<file path="src/design/wfd_pkg.sv">
`default_nettype none
package wfd_pkg;

  // parser phases
  typedef enum logic [2:0] {
    PH_FIRST   = 3'd0,
    PH_LEN     = 3'd1,
    PH_EXT     = 3'd2,
    PH_PAYLOAD = 3'd3
  } phase_t;

  // frame classes
  typedef enum logic [1:0] {
    KIND_DATA  = 2'd0,
    KIND_CLOSE = 2'd1,
    KIND_PING  = 2'd2
  } kind_t;

  localparam logic [3:0] OP_CLOSE  = 4'h8;
  localparam logic [3:0] OP_PING   = 4'h9;
  localparam logic [6:0] LEN_EXT16 = 7'd126;
  localparam logic [6:0] LEN_EXT64 = 7'd127;
  localparam logic [3:0] EXT16_BYTES = 4'd2;
  localparam logic [3:0] EXT64_BYTES = 4'd8;

  // one result item
  typedef struct packed {
    logic [7:0] data_byte;
    kind_t      frame_kind;
    logic [3:0] frame_opcode;
    logic       last_in_frame;
    logic       empty_frame;
  } result_t;

  function automatic kind_t kind_of(input logic [3:0] op);
    case (op)
      OP_CLOSE: kind_of = KIND_CLOSE;
      OP_PING:  kind_of = KIND_PING;
      default:  kind_of = KIND_DATA;
    endcase
  endfunction

endpackage
`default_nettype wire

</file>
<file path="src/design/wfd_in_reg.sv">
`default_nettype none
module wfd_in_reg (
  input  wire logic       clk,
  input  wire logic       rst_n,
  input  wire logic       in_valid,
  output logic            in_ready,
  input  wire logic [7:0] in_byte,
  input  wire logic       advance,
  output logic            stage_valid,
  output logic [7:0]      stage_byte
);
  logic       valid_r, valid_nxt;
  logic [7:0] byte_r;

  assign in_ready    = !valid_r || advance;
  assign stage_valid = valid_r;
  assign stage_byte  = byte_r;

  always_comb begin
    valid_nxt = valid_r;
    if (in_ready) begin
      valid_nxt = in_valid;
    end
  end

  always_ff @(posedge clk) begin
    if (!rst_n) begin
      valid_r <= 1'b0;
    end else begin
      valid_r <= valid_nxt;
    end
  end

  always_ff @(posedge clk) begin
    if (in_valid && in_ready) begin
      byte_r <= in_byte;
    end
  end
endmodule
`default_nettype wire

</file>
<file path="src/design/wfd_parser.sv">
`default_nettype none
module wfd_parser (
  input  wire logic             clk,
  input  wire logic             rst_n,
  input  wire logic             step,
  input  wire logic [7:0]       rx_byte,
  output logic                  res_valid,
  output wfd_pkg::result_t      res
);
  import wfd_pkg::*;

  phase_t      phase_r, phase_nxt;
  logic [3:0]  opcode_r, opcode_nxt;
  logic [63:0] remain_r, remain_nxt;
  logic [3:0]  ext_left_r, ext_left_nxt;
  logic [6:0]  len7;
  logic [63:0] shifted;
  logic [63:0] dec;
  logic [3:0]  ext_dec;

  assign len7    = rx_byte[6:0];
  assign shifted = {remain_r[55:0], rx_byte};
  assign dec     = (remain_r != 64'd0) ? remain_r - 64'd1 : remain_r;
  assign ext_dec = (ext_left_r != 4'd0) ? ext_left_r - 4'd1 : ext_left_r;

  // next state
  always_comb begin
    phase_nxt    = phase_r;
    opcode_nxt   = opcode_r;
    remain_nxt   = remain_r;
    ext_left_nxt = ext_left_r;
    case (phase_r)
      PH_LEN: begin
        if (len7 == LEN_EXT16 || len7 == LEN_EXT64) begin
          ext_left_nxt = (len7 == LEN_EXT16) ? EXT16_BYTES : EXT64_BYTES;
          remain_nxt   = 64'd0;
          phase_nxt    = PH_EXT;
        end else begin
          remain_nxt = {57'd0, len7};
          phase_nxt  = (len7 == 7'd0) ? PH_FIRST : PH_PAYLOAD;
        end
      end
      PH_EXT: begin
        remain_nxt   = shifted;
        ext_left_nxt = ext_dec;
        if (ext_dec == 4'd0) begin
          phase_nxt = (shifted == 64'd0) ? PH_FIRST : PH_PAYLOAD;
        end
      end
      PH_PAYLOAD: begin
        remain_nxt = dec;
        if (dec == 64'd0) begin
          phase_nxt = PH_FIRST;
        end
      end
      default: begin
        opcode_nxt   = rx_byte[3:0];
        remain_nxt   = 64'd0;
        ext_left_nxt = 4'd0;
        phase_nxt    = PH_LEN;
      end
    endcase
  end

  // outputs
  always_comb begin
    res_valid         = 1'b0;
    res.data_byte     = 8'd0;
    res.frame_kind    = kind_of(opcode_r);
    res.frame_opcode  = opcode_r;
    res.last_in_frame = 1'b1;
    res.empty_frame   = 1'b1;
    case (phase_r)
      PH_LEN: begin
        res_valid = step && (len7 == 7'd0);
      end
      PH_EXT: begin
        res_valid = step && (ext_dec == 4'd0) && (shifted == 64'd0);
      end
      PH_PAYLOAD: begin
        res_valid         = step;
        res.data_byte     = rx_byte;
        res.last_in_frame = (dec == 64'd0);
        res.empty_frame   = 1'b0;
      end
      default: begin
        res_valid = 1'b0;
      end
    endcase
  end

  always_ff @(posedge clk) begin
    if (!rst_n) begin
      phase_r    <= PH_FIRST;
      opcode_r   <= 4'd0;
      remain_r   <= 64'd0;
      ext_left_r <= 4'd0;
    end else if (step) begin
      phase_r    <= phase_nxt;
      opcode_r   <= opcode_nxt;
      remain_r   <= remain_nxt;
      ext_left_r <= ext_left_nxt;
    end
  end
endmodule
`default_nettype wire

</file>
<file path="src/design/wfd_out_reg.sv">
`default_nettype none
module wfd_out_reg (
  input  wire logic             clk,
  input  wire logic             rst_n,
  input  wire logic             load_en,
  input  wire logic             res_valid,
  input  wire wfd_pkg::result_t res,
  output logic                  advance,
  output logic                  out_valid,
  input  wire logic             out_ready,
  output wfd_pkg::result_t      out_res
);
  import wfd_pkg::*;

  logic    valid_r, valid_nxt;
  result_t res_r;

  assign advance   = !valid_r || out_ready;
  assign out_valid = valid_r;
  assign out_res   = res_r;

  always_comb begin
    valid_nxt = valid_r;
    if (advance) begin
      valid_nxt = load_en && res_valid;
    end
  end

  always_ff @(posedge clk) begin
    if (!rst_n) begin
      valid_r <= 1'b0;
    end else begin
      valid_r <= valid_nxt;
    end
  end

  always_ff @(posedge clk) begin
    if (advance && load_en && res_valid) begin
      res_r <= res;
    end
  end
endmodule
`default_nettype wire

</file>
<file path="src/design/websocket_frame_decoder.sv">
`default_nettype none
// channel   ports                                   direction
// -------   -------------------------------------   ---------
// in        in_valid, in_ready, in_rx_byte          byte stream in
// out       out_valid, out_ready, out_data_byte,    result out
//           out_frame_kind, out_frame_opcode,
//           out_last_in_frame, out_empty_frame
//
// one byte per clock unless out stalls; out_valid comes from the result register
// the header parser and 64-bit length counter take a byte on every step
// header bytes give a result only to end an empty frame, so the out side sees gaps
// rst_n is synchronous, active low, and returns the parser to the first header byte
// a stall on out holds the result register and the input register fills behind it
module websocket_frame_decoder (
  input  wire logic       clk,
  input  wire logic       rst_n,
  input  wire logic       in_valid,
  output logic            in_ready,
  input  wire logic [7:0] in_rx_byte,
  output logic            out_valid,
  input  wire logic       out_ready,
  output logic [7:0]      out_data_byte,
  output logic [1:0]      out_frame_kind,
  output logic [3:0]      out_frame_opcode,
  output logic            out_last_in_frame,
  output logic            out_empty_frame
);
  import wfd_pkg::*;

  logic       advance;     // result register can take a new value
  logic       stage_valid; // a byte waits in the input register
  logic [7:0] stage_byte;
  logic       step;        // byte moves through the parser this cycle
  logic       res_valid;
  result_t    res;
  result_t    out_res;

  // a byte is consumed only when the result register is free to catch its result
  assign step = stage_valid && advance;

  wfd_in_reg u_in_reg (
    .clk         (clk),
    .rst_n       (rst_n),
    .in_valid    (in_valid),
    .in_ready    (in_ready),
    .in_byte     (in_rx_byte),
    .advance     (advance),
    .stage_valid (stage_valid),
    .stage_byte  (stage_byte)
  );

  // header state machine and payload counter
  wfd_parser u_parser (
    .clk       (clk),
    .rst_n     (rst_n),
    .step      (step),
    .rx_byte   (stage_byte),
    .res_valid (res_valid),
    .res       (res)
  );

  // result register, parts the parser from the out transfer
  wfd_out_reg u_out_reg (
    .clk       (clk),
    .rst_n     (rst_n),
    .load_en   (stage_valid),
    .res_valid (res_valid),
    .res       (res),
    .advance   (advance),
    .out_valid (out_valid),
    .out_ready (out_ready),
    .out_res   (out_res)
  );

  assign out_data_byte     = out_res.data_byte;
  assign out_frame_kind    = out_res.frame_kind;
  assign out_frame_opcode  = out_res.frame_opcode;
  assign out_last_in_frame = out_res.last_in_frame;
  assign out_empty_frame   = out_res.empty_frame;
endmodule
`default_nettype wire
</file>
<file path="config.mk">
export PLATFORM = sky130hd
export DESIGN_NAME = websocket_frame_decoder
export DESIGN_NICKNAME = d
export VERILOG_FILES = /design/src/design/wfd_pkg.sv /design/src/design/wfd_in_reg.sv /design/src/design/wfd_parser.sv /design/src/design/wfd_out_reg.sv /design/src/design/websocket_frame_decoder.sv
export SDC_FILE = /design/constraint.sdc
export NUM_CORES = 1
export LEC_CHECK = 0
export BUFFER_PORTS_ARGS = -buffer_cell sky130_fd_sc_hd__buf_2
export CAP_MARGIN = 30
export CORE_UTILIZATION = 60
export CTS_BUF_LIST = sky130_fd_sc_hd__clkbuf_2 sky130_fd_sc_hd__clkbuf_4 sky130_fd_sc_hd__clkbuf_8
export DETAILED_ROUTE_END_ITERATION = 16
export PLACE_DENSITY = 0.9
export SETUP_SLACK_MARGIN = 0.02
export SYNTH_ARGS = -nofsm -noshare
export SYNTH_HDL_FRONTEND = slang
export SYNTH_HIERARCHICAL = 1
export SYNTH_SLANG_ARGS = --single-unit
export TNS_END_PERCENT = 20
</file>
<file path="constraint.sdc">
create_clock -name clk -period 4.7 [get_ports clk]
set_input_delay 0.705 -clock clk [delete_from_list [all_inputs] [get_ports clk]]
set_output_delay 0.705 -clock clk [all_outputs]
set_load 0.01 [all_outputs]
</file>
==> impl_metrics.ini <==
[global_route]
grtUsageTotal_pct = 37.18
use_met2_pct = 56.27
grtUsageMet1_pct = 47.98
grt_pass1_wl_mm = 32.90
top_usage_layer = met2
grt_max_degree = 74
use_met3_pct = 10.29
antenna_found_initial = 0
gr-total-overflow = 0
first_global_vias = 6145

[cts]
cts_tree = yes
cts_made_buffers = 9
cts_sinks = 100
clk_pin_slew_worst_paths_ns = 0.11
cts_buffer_depth = 2
clock_tree.root_cell = clkbuf_8
h-tree-depth = 3
insertion_delay_ns = 0.40

[detailed_routing]
drt_pass1_iterations = 6
drc = 0
ant_nets = 0
routed_wl_mm = 20.33
vias = 6635
drtIter0Drc = 835
drt-vias-per-instance = 6.826
wl_per_cell_microns = 20.92

[sta]
fmax_mhz = 222.6
whs_ns = 0.4765
skew_ns = 0.02257
rsz0062_at_grt = no
tightest_slew_ns = 1.000
final-setup-viol-count = 0
period_needed_ns = 4.492
max-slew-margin-rel_pct = 33.24
fin_crit_sh_pct = 95.58
drv_slew = 0
tns_ns = 0
finalHoldViolCount = 0
fin_ws_ns = 0.2077

[power]
ir_worst_vdd_mv = 0.2745
p_per_area_nw_per_um2 = 221.4
power.total_mw = 1.592
power.leakage_nw = 2.688

[die]
die_w_microns = 107.4
pin_count = 30
die_area_sq_um = 11540
start_util_pct = 61.54
placementRows = 38
core_sq_um = 10840
die_h_microns = 107.4

[critical_path]
regToRegEndpoint = u_parser/phase_r[0]
crit_start = u_parser/remain_r[0]
reg2reg_setup_slack_ns = 0.21
start_kind = register
end_kind = register
r2r-start = u_parser/remain_r[0]
cp_max_fo = 8
worstPathArrival_ns = 4.83
critPathCapture = u_parser/phase_r[0]
worst-r2r-cell-count = 12
cp.required_ns = 5.03
crit_type = reg2reg

[synth]
ys_async_sr_fraction_pct = 0
ys_warn_count = 6
synth_edf_count = 24
yosys.cell_count.top_type = dfxtp_1
syn_nets = 838
ys_seq_area_share_pct = 33.61
synth_area_sq_um = 6671
netlist-cell-type-count = 67
syn_avg_cell_area_sq_um = 8.136
yosys-top-cells-area = dfxtp_1 (23%), edfxtp_1 (11%), xnor2_1 (6.2%), and2_1 (5.7%), o22ai_1 (5.7%)
synth_top_area_share_pct = 22.81
postSynthCellCount = 820
yosys.area.top_type = dfxtp_1
synth_flop_cell = dfxtp_1
yosys-top-cells-count = dfxtp_1 (76), and2_1 (61), o22ai_1 (61), inv_1 (58), clkbuf_1 (48)
ys_ff_latch = 100

[place]
place_ws_ns = 0.2572
dpl.cell_count = 956
place_hpwl_mm = 14.19
placedInstanceArea_sq_um = 6979
routabilityCongestion = 1.034
numPortBuffers = 29

[cells_and_area]
drive_gt1_share_pct = 12.86
fill_cells = 919
final_nets = 845
stdcell_count = 972
design_area_sq_um = 7188
areaGrowthSynthToFinish_pct = 7.746
antenna-diode-count = 0
fin_util_pct = 66.31

[hold_path]
hold_class = in2reg
hp-start = in_rx_byte[6]

[job]
maxCapViolCount = 0

[outcome]
status = finished, final reports clean
## cells by family (layout without fill, tap and decap cells)
| family | count (synthesis) | after routing | synth area share (%) |
|---|---|---|---|
| buffers and inverters | 113 | 125 | 6.545 |
| adders and majority gates | 6 | 6 | 1.125 |
| and+or+nand+nor | 334 | 334 | 29.93 |
| muxes | 5 | 5 | 0.7690 |
| xor gates and xnor gates | 53 | 53 | 6.958 |
| AOI/OAI and AO/OA | 209 | 209 | 21.06 |
| DFF | 100 | 100 | 33.61 |
## worst min-delay path by stage
stage / to / cells past startpoint
after floorplan: u_out_reg/out_res[5] / 0
after global placement: u_out_reg/out_res[5] / 0
after detailed placement: u_out_reg/out_res[5] / 0
after CTS: u_in_reg/stage_byte[4] / 1
after global routing: u_in_reg/stage_byte[6] / 1
final: u_in_reg/stage_byte[6] / 1
## state kept, by name, indices dropped and copies added, names as in the netlist
name and flops:
u_in_reg/stage_byte 8, u_in_reg/stage_valid 1, u_out_reg/out_res 16, u_out_reg/out_valid 1, u_parser/ext_left_r 4, u_parser/opcode_r 4
u_parser/phase_r 2, u_parser/remain_r 64
## critical path, cell delays in order, from the launching register on
cell	delay, ns
dfxtp_1	0.41
inv_1	0.12
ha_1	0.24
or3b_2	0.59
or3_1	0.42
buf_4	0.17
or2_2	0.33
or3_4	0.36
mux2i_1	0.13
or4_1	0.54
or4_4	0.58
a211oi_4	0.32
mux2i_1	0.21
## routing by layer
| metal | vias to the layer above | wire (microns) |
|---|---|---|
| met4 | 0 | 1030 |
| met1 | 3067 | 7932 |
| met2 | 447 | 9033 |
| li1 | 3020 | - |
| met5 | - | 0 |
| met3 | 101 | 2334 |
## power breakdown
group          total, mW  leakage [nW]  internal (mW)  switching [mW]
Combinational      0.147          1.75         0.0567          0.0904
Sequential         0.899         0.844          0.887          0.0118
Clock              0.546        0.0958          0.217           0.328
## timing repair
item | CTS | global route
hold buffers | 0 | 0
gates resized for setup | 0 | 4
buffers inserted | 0 | 0
endpoints found under the setup margin | 0 | 2
## layout by cell type (no fill, tap or decap), types with 10 or more instances in the layout
cell type	netlist	routed
dfxtp_1	76	76
o22ai_1	61	61
and2_1	61	60
inv_1	58	58
xnor2_1	47	47
a22oi_1	44	44
nor2_1	36	36
nand2_1	32	32
nor2b_1	32	32
buf_2	4	29
a21oi_1	29	29
nor4_1	26	25
nor3_1	26	25
nand3_1	26	25
edfxtp_1	24	24
o21ai_0	24	24
or4_1	21	21
buf_4	0	20
or3_1	16	16
nand4_1	13	13
o31ai_1	11	11
clkbuf_8	0	10
## area by class of cell
| type | instances | area (sq um) | area share [%] |
|---|---|---|---|
| Inverter | 58 | 217.7 | 3.029 |
| Tap cell | 140 | 175.2 | 2.437 |
| Clock buffer | 10 | 137.6 | 1.915 |
| Timing Repair Buffer | 51 | 342.8 | 4.769 |
| Sequential cell | 100 | 2242 | 31.19 |
| Multi-Input combinational cell | 607 | 4019 | 55.91 |
| Clock inverter | 6 | 53.80 | 0.7485 |
Note: power is estimated with default switching activity, not from simulation.
